<file path="src/psg_pkg.sv">
// Package for the four-voice tone and noise generator.
// Holds operation and register codes, the volume table and the noise mask builder.
// No dependencies.
`default_nettype none

package psg_pkg;

    typedef enum logic [1:0] {
        OP_SOUND  = 2'd0,
        OP_STEREO = 2'd1,
        OP_TICK   = 2'd2,
        OP_NONE   = 2'd3
    } op_t;

    typedef enum logic [1:0] {
        CFG_NOISE_PATTERN = 2'd0,
        CFG_NOISE_WIDTH   = 2'd1,
        CFG_CHAN_ENABLE   = 2'd2,
        CFG_CHAN_MUTE     = 2'd3
    } cfg_idx_t;

    localparam int unsigned NUM_TONES  = 3;
    localparam logic [1:0]  NOISE_VOICE = 2'd3;

    localparam logic [9:0]  STEADY_TONE_MAX  = 10'd5;
    localparam logic [15:0] NOISE_RELOAD     = 16'h8000;
    localparam logic [15:0] NOISE_TAPS_RESET = 16'h9000;
    localparam logic [15:0] DEFAULT_PATTERN  = 16'h0003;
    localparam logic [4:0]  DEFAULT_WIDTH    = 5'd15;
    localparam logic [4:0]  MAX_WIDTH        = 5'd16;
    localparam logic [3:0]  ATT_SILENT       = 4'd15;
    localparam logic [7:0]  STEREO_RESET     = 8'hFF;

    localparam logic [10:0] NOISE_TICKS_0 = 11'((16'h100 * 2) / 16);
    localparam logic [10:0] NOISE_TICKS_1 = 11'((16'h200 * 2) / 16);
    localparam logic [10:0] NOISE_TICKS_2 = 11'((16'h400 * 2) / 16);

    function automatic logic [7:0] vol_lookup(input logic [3:0] att);
        logic [7:0] v;
        case (att)
            4'd0:    v = 8'd128;
            4'd1:    v = 8'd102;
            4'd2:    v = 8'd81;
            4'd3:    v = 8'd64;
            4'd4:    v = 8'd51;
            4'd5:    v = 8'd40;
            4'd6:    v = 8'd32;
            4'd7:    v = 8'd26;
            4'd8:    v = 8'd20;
            4'd9:    v = 8'd16;
            4'd10:   v = 8'd13;
            4'd11:   v = 8'd10;
            4'd12:   v = 8'd8;
            4'd13:   v = 8'd6;
            4'd14:   v = 8'd5;
            default: v = 8'd0;
        endcase
        return v;
    endfunction

    function automatic logic [15:0] noise_mask(input logic [15:0] pattern,
                                               input logic [4:0]  width,
                                               input logic        white);
        logic [15:0] pat;
        logic [4:0]  w;
        logic [15:0] m;
        pat = pattern;
        w   = width;
        m   = '0;
        if (pat == '0 || w == '0) begin
            pat = DEFAULT_PATTERN;
            w   = DEFAULT_WIDTH;
        end
        if (w > MAX_WIDTH) begin
            w = MAX_WIDTH;
        end
        if (!white) begin
            m[4'(w - 5'd1)] = 1'b1;
        end else begin
            for (int j = 0; j < 16; j++) begin
                if (5'(j) < w) begin
                    m[j] = pat[4'(w - 5'd1 - 5'(j))];
                end
            end
        end
        return m;
    endfunction

endpackage

`default_nettype wire

</file>
<file path="src/psg_tone_noise_generator.sv">
// Top level of the four-voice tone and noise generator.
// Uses psg_pkg for codes, the volume table and the noise mask builder.
//
// Usage:
//   Input stream: s_tdata carries a register byte, s_tuser the operation
//   (sound register byte, stereo routing byte, or one tick).
//   Every accepted request yields exactly one result on the m_ stream: the
//   three tone levels, the noise level and the left and right mixes, taken
//   after the request has updated the voice state.
//   Latency: the result is valid the cycle after the request is accepted.
//   Throughput: one request per cycle unless stalled; the state update and the
//   level/mix logic sit between the voice registers and the output register.
//   Stall: while the output register holds a result that is not taken,
//   s_tready drops; it rises again in the cycle the result is taken, so a
//   new request and the hand-off of the old result can share a cycle.
//   Reset: aresetn (synchronous, active low) silences all voices, reloads
//   the noise shifter, routes every voice to both sides and restores the
//   configuration defaults. Configuration writes go through cfg_wr_en,
//   cfg_addr and cfg_wdata and take effect at the next clock edge.
`default_nettype none

module psg_tone_noise_generator
    import psg_pkg::*;
(
    input  wire logic        aclk,
    input  wire logic        aresetn,

    input  wire logic        cfg_wr_en,
    input  wire logic [1:0]  cfg_addr,
    input  wire logic [15:0] cfg_wdata,

    input  wire logic        s_tvalid,
    output logic             s_tready,
    input  wire logic [7:0]  s_tdata,   // [7:0] data
    input  wire logic [1:0]  s_tuser,   // [1:0] operation

    output logic             m_tvalid,
    input  wire logic        m_tready,
    // [8:0] tone0_level, [17:9] tone1_level, [26:18] tone2_level,
    // [34:27] noise_level, [44:35] left_mix, [54:45] right_mix, [55] zero
    output logic [55:0]      m_tdata
);

    logic [15:0] noise_pattern_reg;
    logic [4:0]  noise_width_reg;
    logic [3:0]  chan_enable_reg;
    logic [3:0]  chan_mute_reg;

    logic [2:0]  latched_select_reg, latched_select_next;
    logic [9:0]  tone_period_reg  [NUM_TONES];
    logic [9:0]  tone_period_next [NUM_TONES];
    logic [9:0]  tone_counter_reg [NUM_TONES];
    logic [9:0]  tone_counter_next[NUM_TONES];
    logic [2:0]  tone_phase_reg, tone_phase_next;
    logic [3:0]  attenuation_reg  [4];
    logic [3:0]  attenuation_next [4];
    logic [1:0]  noise_rate_reg, noise_rate_next;
    logic [15:0] noise_taps_reg, noise_taps_next;
    logic [15:0] noise_shifter_reg, noise_shifter_next;
    logic [10:0] noise_counter_reg, noise_counter_next;
    logic [7:0]  stereo_reg, stereo_next;

    logic        m_tvalid_reg;
    logic [55:0] m_tdata_reg, m_tdata_next;

    logic        s_fire;
    op_t         op;
    logic [1:0]  voice_idx;
    logic [3:0]  voice_runs;
    logic        noise_write;
    logic [10:0] noise_period;

    logic [8:0]  tone_level [NUM_TONES];
    logic [7:0]  noise_level;
    logic [7:0]  vol;
    logic [9:0]  left_mix, right_mix;

    assign s_tready   = !m_tvalid_reg || m_tready;
    assign s_fire     = s_tvalid && s_tready;
    assign op         = op_t'(s_tuser);
    assign voice_runs = chan_enable_reg & ~chan_mute_reg;
    assign m_tvalid   = m_tvalid_reg;
    assign m_tdata    = m_tdata_reg;

    always_comb begin
        case (noise_rate_reg)
            2'd0:    noise_period = NOISE_TICKS_0;
            2'd1:    noise_period = NOISE_TICKS_1;
            2'd2:    noise_period = NOISE_TICKS_2;
            default: noise_period = {tone_period_reg[2], 1'b0};
        endcase
        if (noise_period == '0) begin
            noise_period = 11'd1;
        end
    end

    // State update for one request
    always_comb begin
        latched_select_next = latched_select_reg;
        tone_period_next    = tone_period_reg;
        tone_counter_next   = tone_counter_reg;
        tone_phase_next     = tone_phase_reg;
        attenuation_next    = attenuation_reg;
        noise_rate_next     = noise_rate_reg;
        noise_taps_next     = noise_taps_reg;
        noise_shifter_next  = noise_shifter_reg;
        noise_counter_next  = noise_counter_reg;
        stereo_next         = stereo_reg;
        noise_write         = 1'b0;
        voice_idx           = '0;

        case (op)
            OP_SOUND: begin
                if (s_tdata[7]) begin
                    latched_select_next = s_tdata[6:4];
                end
                voice_idx = latched_select_next[2:1];
                if (chan_enable_reg[voice_idx]) begin
                    if (latched_select_next[0]) begin
                        attenuation_next[voice_idx] = s_tdata[3:0];
                    end else if (voice_idx != NOISE_VOICE) begin
                        for (int v = 0; v < NUM_TONES; v++) begin
                            if (voice_idx == 2'(v)) begin
                                if (s_tdata[7]) begin
                                    tone_period_next[v] = {tone_period_reg[v][9:4],
                                                           s_tdata[3:0]};
                                end else begin
                                    tone_period_next[v] = {s_tdata[5:0],
                                                           tone_period_reg[v][3:0]};
                                end
                            end
                        end
                    end else begin
                        noise_write        = 1'b1;
                        noise_rate_next    = s_tdata[1:0];
                        noise_taps_next    = noise_mask(noise_pattern_reg, noise_width_reg,
                                                        s_tdata[2]);
                        noise_shifter_next = NOISE_RELOAD;
                    end
                end
            end
            OP_STEREO: begin
                stereo_next = s_tdata;
            end
            OP_TICK: begin
                for (int v = 0; v < NUM_TONES; v++) begin
                    if (voice_runs[v]) begin
                        if (tone_period_reg[v] == '0) begin
                            tone_counter_next[v] = '0;
                        end else if (tone_counter_reg[v] == '0) begin
                            tone_phase_next[v]   = ~tone_phase_reg[v];
                            tone_counter_next[v] = tone_period_reg[v] - 10'd1;
                        end else begin
                            tone_counter_next[v] = tone_counter_reg[v] - 10'd1;
                        end
                    end
                end
                if (voice_runs[3]) begin
                    if (attenuation_reg[3] == ATT_SILENT) begin
                        noise_counter_next = '0;
                    end else if (noise_counter_reg == '0) begin
                        noise_shifter_next = (noise_shifter_reg[0] ? noise_taps_reg : 16'd0)
                                             ^ (noise_shifter_reg >> 1);
                        noise_counter_next = noise_period - 11'd1;
                    end else begin
                        noise_counter_next = noise_counter_reg - 11'd1;
                    end
                end
            end
            default: ;
        endcase
    end

    // Levels and mixes of the updated state
    always_comb begin
        left_mix  = '0;
        right_mix = '0;
        vol       = '0;
        for (int v = 0; v < NUM_TONES; v++) begin
            vol = vol_lookup(attenuation_next[v]);
            if (tone_period_next[v] > STEADY_TONE_MAX) begin
                tone_level[v] = tone_phase_next[v] ? {vol, 1'b0} : 9'd0;
            end else begin
                tone_level[v] = {1'b0, vol};
            end
            if (!voice_runs[v]) begin
                tone_level[v] = '0;
            end
            if (stereo_next[v]) begin
                right_mix = right_mix + 10'(tone_level[v]);
            end
            if (stereo_next[v + 4]) begin
                left_mix = left_mix + 10'(tone_level[v]);
            end
        end
        noise_level = (voice_runs[3] && !noise_shifter_next[0])
                      ? vol_lookup(attenuation_next[3]) : 8'd0;
        if (stereo_next[3]) begin
            right_mix = right_mix + 10'(noise_level);
        end
        if (stereo_next[7]) begin
            left_mix = left_mix + 10'(noise_level);
        end
        m_tdata_next = {1'b0, right_mix, left_mix, noise_level,
                        tone_level[2], tone_level[1], tone_level[0]};
    end

    always_ff @(posedge aclk) begin
        if (!aresetn) begin
            noise_pattern_reg <= DEFAULT_PATTERN;
            noise_width_reg   <= DEFAULT_WIDTH;
            chan_enable_reg   <= 4'hF;
            chan_mute_reg     <= 4'h0;
        end else if (cfg_wr_en) begin
            unique case (cfg_idx_t'(cfg_addr))
                CFG_NOISE_PATTERN: noise_pattern_reg <= cfg_wdata;
                CFG_NOISE_WIDTH:   noise_width_reg   <= cfg_wdata[4:0];
                CFG_CHAN_ENABLE:   chan_enable_reg   <= cfg_wdata[3:0];
                CFG_CHAN_MUTE:     chan_mute_reg     <= cfg_wdata[3:0];
                default: ;
            endcase
        end
    end

    always_ff @(posedge aclk) begin
        if (!aresetn) begin
            latched_select_reg <= '0;
            for (int v = 0; v < NUM_TONES; v++) begin
                tone_period_reg[v]  <= '0;
                tone_counter_reg[v] <= '0;
            end
            tone_phase_reg <= '0;
            for (int v = 0; v < 4; v++) begin
                attenuation_reg[v] <= ATT_SILENT;
            end
            noise_rate_reg    <= '0;
            noise_taps_reg    <= NOISE_TAPS_RESET;
            noise_shifter_reg <= NOISE_RELOAD;
            noise_counter_reg <= '0;
            stereo_reg        <= STEREO_RESET;
        end else if (s_fire) begin
            latched_select_reg <= latched_select_next;
            tone_period_reg    <= tone_period_next;
            tone_counter_reg   <= tone_counter_next;
            tone_phase_reg     <= tone_phase_next;
            attenuation_reg    <= attenuation_next;
            noise_rate_reg     <= noise_rate_next;
            noise_taps_reg     <= noise_taps_next;
            noise_shifter_reg  <= noise_shifter_next;
            noise_counter_reg  <= noise_counter_next;
            stereo_reg         <= stereo_next;
        end
    end

    always_ff @(posedge aclk) begin
        if (!aresetn) begin
            m_tvalid_reg <= 1'b0;
        end else if (s_fire) begin
            m_tvalid_reg <= 1'b1;
        end else if (m_tready) begin
            m_tvalid_reg <= 1'b0;
        end
    end

    always_ff @(posedge aclk) begin
        if (s_fire) begin
            m_tdata_reg <= m_tdata_next;
        end
    end

    a_reset_empty: assert property (@(posedge aclk)
        !aresetn |=> !m_tvalid_reg)
        else $error("output valid after reset");

    a_request_result: assert property (@(posedge aclk) disable iff (!aresetn)
        s_fire |=> m_tvalid_reg)
        else $error("accepted request produced no result");

    a_stereo_write: assert property (@(posedge aclk) disable iff (!aresetn)
        s_fire && op == OP_STEREO |=> stereo_reg == $past(s_tdata))
        else $error("stereo routing byte not taken");

    a_noise_reload: assert property (@(posedge aclk) disable iff (!aresetn)
        s_fire && noise_write |=> noise_shifter_reg == NOISE_RELOAD)
        else $error("noise shifter not reloaded on control write");

    a_disabled_silent: assert property (@(posedge aclk) disable iff (!aresetn)
        s_fire && !chan_enable_reg[0] |=> m_tdata_reg[8:0] == 9'd0)
        else $error("disabled tone voice 0 not silent");

endmodule

`default_nettype wire
</file>
<file path="config.mk">
export PLATFORM = sky130hd
export DESIGN_NAME = psg_tone_noise_generator
export DESIGN_NICKNAME = d
export VERILOG_FILES = /design/src/psg_pkg.sv /design/src/psg_tone_noise_generator.sv
export SDC_FILE = /design/constraint.sdc
export NUM_CORES = 1
export LEC_CHECK = 0
export BUFFER_PORTS_ARGS = -buffer_cell sky130_fd_sc_hd__buf_4
export CELL_PAD_IN_SITES_DETAIL_PLACEMENT = 0
export CELL_PAD_IN_SITES_GLOBAL_PLACEMENT = 1
export CORE_UTILIZATION = 46
export DETAILED_ROUTE_END_ITERATION = 8
export HOLD_SLACK_MARGIN = 0.05
export PLACE_DENSITY_LB_ADDON = 0.2
export SLEW_MARGIN = 20
export SYNTH_ARGS = -nofsm -noshare
export SYNTH_HDL_FRONTEND = slang
export SYNTH_SLANG_ARGS = --single-unit
</file>
<file path="constraint.sdc">
create_clock -name aclk -period 9.8 [get_ports aclk]
set_clock_uncertainty 0.2 [all_clocks]
set_input_delay 1.96 -clock aclk [delete_from_list [all_inputs] [get_ports aclk]]
set_output_delay 1.96 -clock aclk [all_outputs]
set_load 0.005 [all_outputs]
</file>
; Word-level counts from Yosys, hierarchy flattened
; Memory sizes are Yosys's and may differ from the RTL's.
; Cells that the tools add are included.
[op_classes]
addsub = 30
magnitude_cmp = 40
n_eq_ne = 17
muxes = 135
bitwise = 9
n_reduce_logical = 35
[op_table]
columns = cell, n
row1 = 16-bit 2-to-1 mux, 16
row2 = 10-bit 2-to-1 mux, 18
row3 = 30-bit 2-to-1 mux, 4
row4 = 9-bit 2-to-1 mux, 11
row5 = 4-bit by 5-bit less-than comparator with 1-bit output (second input constant), 16
row6 = 1-bit binary-select mux with 4-bit select, 16
row7 = 10-bit logical NOT, 6
row8 = 10-bit by 1-bit subtractor with 10-bit output (second input constant), 6
row9 = 5-bit 2-to-1 mux, 10
row10 = 1-bit 2-to-1 mux, 45
row11 = 10-bit by 9-bit adder with 10-bit output, 4
row12 = 4-bit by 5-bit less-than comparator with 1-bit output (first input constant), 8
row13 = 11-bit 2-to-1 mux, 3
row14 = 11-bit case mux with 3 select lines, 1
row15 = 16-bit case mux with 2 select lines, 1
row16 = 4-bit subtractor (second input constant), 8
row17 = 10-bit by 3-bit > comparator with 1-bit output (second input constant), 3
row18 = 11-bit logical NOT, 2
row19 = 11-bit by 1-bit subtractor with 11-bit output (second input constant), 2
row20 = 10-bit by 8-bit adder with 10-bit output, 2
row21 = 3-bit by 5-bit less-than comparator with 1-bit output (first input constant), 4
row22 = 16-bit bitwise mux, 1
row23 = 16-bit logical NOT, 1
row24 = 8-bit 2-to-1 mux, 2
row25 = 34 further kinds, 76
[totals]
register_bits = 220
romBits = 512
in_bits = 33
out_inout_bits = 58
word_cells = 294
mem_count = 4
[mem_list]
columns = memory, words, word_bits, rd, rd_ports_with_merged_regs, write_ports, line
row1 = (name not given), 16, 8, 1, 0, 0, psg_pkg.sv:40  ; case (att)
row2 = (name not given), 16, 8, 1, 0, 0, psg_pkg.sv:40
row3 = (name not given), 16, 8, 1, 0, 0, psg_pkg.sv:40
row4 = (name not given), 16, 8, 1, 0, 0, psg_pkg.sv:40

; Depth between registers and ports, before layout
; An unclocked memory read counts as a cell.
[depth]
depth_word = 22
mapped_depth = 37
ltp_nobuf = 34

; Worst setup path before layout
; No wires, ideal clock.
[synth_timing]
path_type = input -> register
startpoint = input port s_tdata[6]
endpoint = register m_tdata_reg[44], in the netlist m_tdata[44], data pin
setup_ns = 0.261
arrival_ns = 8.132
required_time_ns = 9.339
slack_ns = 1.208
path_stages = 35
path_buffers = 3
cell_sequence = buf_2 and4bb_1 o211ai_2 buf_4 buf_2 mux2i_1 inv_1 ha_1 mux2_2 a221o_1 a22o_1 nand3_1 nand2_1 nand2_1 inv_1 ha_1 a21o_1 a21oi_1 xor2_1 o211ai_1 ha_1 nand2_1 o21ai_0 nor2_1 xnor2_1 nand2_1 o21ai_0 or2_2 ha_1 or4_1 a31oi_1 nor2b_1 o21ai_0 a211oi_2 xnor2_1
[synth_lines]
columns = element, line
row1 = start: declaration, psg_tone_noise_generator.sv:34  ; input wire logic [7:0] s_tdata,
row2 = end signal: assignment, psg_tone_noise_generator.sv:267  ; m_tdata_reg <= m_tdata_next;
row3 = end: declaration, psg_tone_noise_generator.sv:64  ; logic [55:0] m_tdata_reg, m_tdata_next;

==> qor.tcl <==
set qor(antenna_cells) 0
set qor(synth.yosys.seq_area_share_pct) 30.28
set qor(later_pin_clock_latency_in_the_skew_report_ns) 0.56
set qor(track_usage_pct) 26.29
set qor(p_sw_share_pct) 30.42
set qor(cts.path.max_buffers) 3
set qor(core.rowCount) 68
set qor(grt_pass1_vias) 13800
set qor(vias_per_cell) 5.878
set qor(place.port_buffers) 89
set qor(hold_path.startpoint) {noise_counter_reg[7]}
set qor(fin_tns_setup_ns) 0
set qor(gp_congestion) 0.8941
set qor(h_tree_levels) 1
set qor(hold_removal_path_class) {flop to flop}
set qor(grt_antenna_before_repair) 0
set qor(ys_ff_latch) 220
set qor(netlist_instances) 2011
set qor(mappedNetlistArea_mm2) 0.01637
set qor(globalRoute.totalOverflow) 0
set qor(cts_hold_buffers) 0
set qor(synthArstFlopShare_pct) 0
set qor(outcome) {completed}
set qor(post_syn_nets) 2138
set qor(synthesis.yosys.warnings) 0
set qor(drt-initial-drc-count) 1012
set qor(boundaryPins) 91
set qor(layout_worst_path_cycle_share_pct) 89.86
set qor(worstReg2RegStart) {chan_enable_reg[0]}
set qor(remaining_drc_errors) 0
set qor(layout-area-overhead-vs-synth_pct) 11.84
set qor(largest_register_ff_count) 55
set qor(unrepaired_setup_endpoints_after_global_routing) {no}
set qor(worstSetupPathType) {input port to flop}
set qor(pwr_density_cell_mw_per_mm2) 148.3
set qor(synth-edff-count) 55
set qor(pwr-share-clk_pct) 38.7
set qor(cp_max_fo) 10
set qor(report.final.setup_viol) 0
set qor(critical_path_arrival_ns) 8.90
set qor(post-route-min-period_ns) 8.806
set qor(dominantRegCellSynth) {sky130_fd_sc_hd__dfxtp_1}
set qor(critPathMaxStageDelay_ns) 0.52
set qor(final_core_utilization_pct) 52.60
set qor(clkSlewWorstSetupHoldPaths_ns) 0.06
set qor(cts_repair_resize_count) 0
set qor(finalHoldViolCount) 0
set qor(synthesis.area_per_instance_um2) 8.138
set qor(timing_max_transition_violations_final) 0
set qor(routed_wl_mm) 48.16
set qor(place.detailed.hpwl_mm) 35.25
set qor(power.net_switching_uw) 825.5
set qor(tritoncts) {yes}
set qor(final_nets) 2177
set qor(seq_power_share_pct) 37.3
set qor(final_antenna_net_count) 0
set qor(start_util_pct) 47.03
set qor(drive_above_1_share_pct) 12.02
set qor(unique_cell_type_count_in_the_yosys_netlist) 105
set qor(clock_sink_count) 220
set qor(post-layout-total-power_mw) 2.714
set qor(power.static_leakage_nw) 7.497
set qor(chipHeight_um) 190.6
set qor(max-cap-violations) 0
set qor(worst_slew_margin_rel_pct) 28.84
set qor(internal-power_mw) 1.888
set qor(finalHoldWorstSlack_ns) 0.2651
set qor(p_comb_share_pct) 24.0
set qor(worst_path_max_delay_cell) {sky130_fd_sc_hd__or4_1}
set qor(die_area_mm2) 0.03634
set qor(tritoncts.num_buffers) 28
set qor(fmax_mhz) 113.6
set qor(worst_pin_slew_ns) 1.038
set qor(grt_first_pass_wirelength_mm) 76.31
set qor(worst_setup_path_end_kind) {flop}
set qor(via_count) 14850
set qor(worstPathRequired_ns) 9.89
set qor(wl_per_cell_um) 19.06
set qor(timing.critical_path.from) {s_tdata[6]}
set qor(core_mm2) 0.03480
set qor(die_w_um) 190.6
set qor(drt_first_pass_iters) 7
set qor(clock_root_cell) {sky130_fd_sc_hd__clkbuf_16}
set qor(postCtsSetupBuffers) 0
set qor(critical_path.startpoint_type) {input port}
set qor(ir_drop_uv) 115.1
set qor(grt_max_degree) 74
## kinds of logic (layout without fill, tap and decap cells)
group,Yosys count,count (layout),synth area share [%]
adder cells (fa/ha/maj),94,94,7.462
other,1,1,0.02291
XOR/XNOR,71,71,3.891
multiplexers,172,172,11.27
buffers and inverters,150,211,3.716
AO/OA/AOI/OAI,481,481,19.35
flip-flops,220,220,30.28
AND/OR/NAND/NOR,822,822,24.01
## metal layers
layer / track usage, % / part of all wire, %
met5: 0 / 0
met3: 3.110 / 4.9
met4: 7.969 / 2.6
met1: 37.50 / 48
met2: 41.29 / 44
## worst max-delay path: cells and delay by family
family,cells,cell delay (ns)
compound gates,11,2.40
xor+xnor,3,0.46
mux,2,0.69
simple gates,10,1.89
buf+inv,3,0.33
fa+ha+maj,4,1.17
## per-stage QoR
step / area (um2) / cells / setup slack, ns
after floorplan: 16370 / 2011 / 1.208
after global placement: 17350 / 2475 / 0.7672
after detailed placement: 17350 / 2475 / 0.5119
after CTS: 18300 / 2527 / 1.073
after global routing: 18300 / 2527 / 0.4093
final: 18300 / 2527 / 0.9937
## power groups by stage
stage                     Clock (mW)  Combinational (mW)  Sequential (mW)
after floorplan                    0               0.452             1.03
after global placement             0               0.634             1.03
after detailed placement           0               0.641             1.03
after CTS                       1.07               0.646             1.01
after global routing            1.11               0.713             1.02
final                           1.05               0.650             1.01
## final timing paths
path,to,cells after the start,slack [ns]
worst max-delay path,m_tdata[44],33,0.99
worst min-delay path,noise_counter_reg[7],1,0.27
worst max register to register,m_tdata[44],32,2.15
worst min register to register,noise_counter_reg[7],1,0.27
## synthesized netlist by cell type, types with 8 or more instances
cell type                    n  share of area (%)
sky130_fd_sc_hd__nor2_1    254                5.8
sky130_fd_sc_hd__nand2_1   237                5.4
sky130_fd_sc_hd__dfxtp_1   165                 20
sky130_fd_sc_hd__a21oi_1   137                4.2
sky130_fd_sc_hd__mux2i_1   132                8.1
sky130_fd_sc_hd__o21ai_0   113                3.5
sky130_fd_sc_hd__ha_1       88                6.7
sky130_fd_sc_hd__clkbuf_1   75                1.7
sky130_fd_sc_hd__nand3_1    61                1.9
sky130_fd_sc_hd__nor3_1     61                1.9
sky130_fd_sc_hd__edfxtp_1   55                 10
sky130_fd_sc_hd__inv_1      52                1.2
sky130_fd_sc_hd__nand2b_1   46                1.8
sky130_fd_sc_hd__xor2_1     36                1.9
sky130_fd_sc_hd__xnor2_1    33                1.8
sky130_fd_sc_hd__mux2_2     32                2.2
sky130_fd_sc_hd__o211ai_1   29                1.3
sky130_fd_sc_hd__a31oi_1    25               0.96
sky130_fd_sc_hd__nor2b_1    25               0.96
sky130_fd_sc_hd__a22oi_1    22                1.0
sky130_fd_sc_hd__a211oi_1   20               0.92
sky130_fd_sc_hd__a21o_1     15               0.69
sky130_fd_sc_hd__and2_1     13               0.50
sky130_fd_sc_hd__and3_1     13               0.50
sky130_fd_sc_hd__buf_2      13               0.40
sky130_fd_sc_hd__nor4_1     13               0.50
sky130_fd_sc_hd__nand3b_1   12               0.55
sky130_fd_sc_hd__nand4_1    12               0.46
sky130_fd_sc_hd__or3_1      12               0.46
sky130_fd_sc_hd__o31ai_1    11               0.50
sky130_fd_sc_hd__or2_2      10               0.38
sky130_fd_sc_hd__o21a_1      9               0.41
sky130_fd_sc_hd__nor3b_1     8               0.37
sky130_fd_sc_hd__or4_1       8               0.37
## area by class of cell
type / instances / area [um2]
Clock buffer: 43 / 879.6
Clock inverter: 9 / 72.57
Fill cell: 3394 / 16490
Inverter: 54 / 206.4
Multi-Input combinational cell: 1641 / 10830
Sequential cell: 220 / 4955
Tap cell: 455 / 569.3
Timing Repair Buffer: 105 / 788.3
## placed cells by master, fill, tap and decap left out, types with 10 or more instances in the layout
master / instances
sky130_fd_sc_hd__nand2_1: 236
sky130_fd_sc_hd__dfxtp_1: 165
sky130_fd_sc_hd__a31oi_1: 25
sky130_fd_sc_hd__mux2i_1: 132
sky130_fd_sc_hd__nand3_1: 61
sky130_fd_sc_hd__o21ai_0: 113
sky130_fd_sc_hd__nor4_1: 11
sky130_fd_sc_hd__nor2_1: 254
sky130_fd_sc_hd__a21o_1: 15
sky130_fd_sc_hd__a21oi_1: 137
sky130_fd_sc_hd__mux2_2: 32
sky130_fd_sc_hd__a211oi_1: 20
sky130_fd_sc_hd__xnor2_1: 33
sky130_fd_sc_hd__nand3b_1: 12
sky130_fd_sc_hd__clkbuf_16: 30
sky130_fd_sc_hd__or2_2: 10
sky130_fd_sc_hd__nor2b_1: 24
sky130_fd_sc_hd__buf_4: 105
sky130_fd_sc_hd__nand4_1: 12
sky130_fd_sc_hd__o211ai_1: 29
sky130_fd_sc_hd__and2_1: 13
sky130_fd_sc_hd__xor2_1: 36
sky130_fd_sc_hd__inv_1: 50
sky130_fd_sc_hd__ha_1: 88
sky130_fd_sc_hd__a22oi_1: 22
sky130_fd_sc_hd__edfxtp_1: 55
sky130_fd_sc_hd__or3_1: 12
sky130_fd_sc_hd__and3_1: 13
sky130_fd_sc_hd__nand2b_1: 46
sky130_fd_sc_hd__o31ai_1: 11
sky130_fd_sc_hd__nor3_1: 61
(Power assumes the default switching activity.)
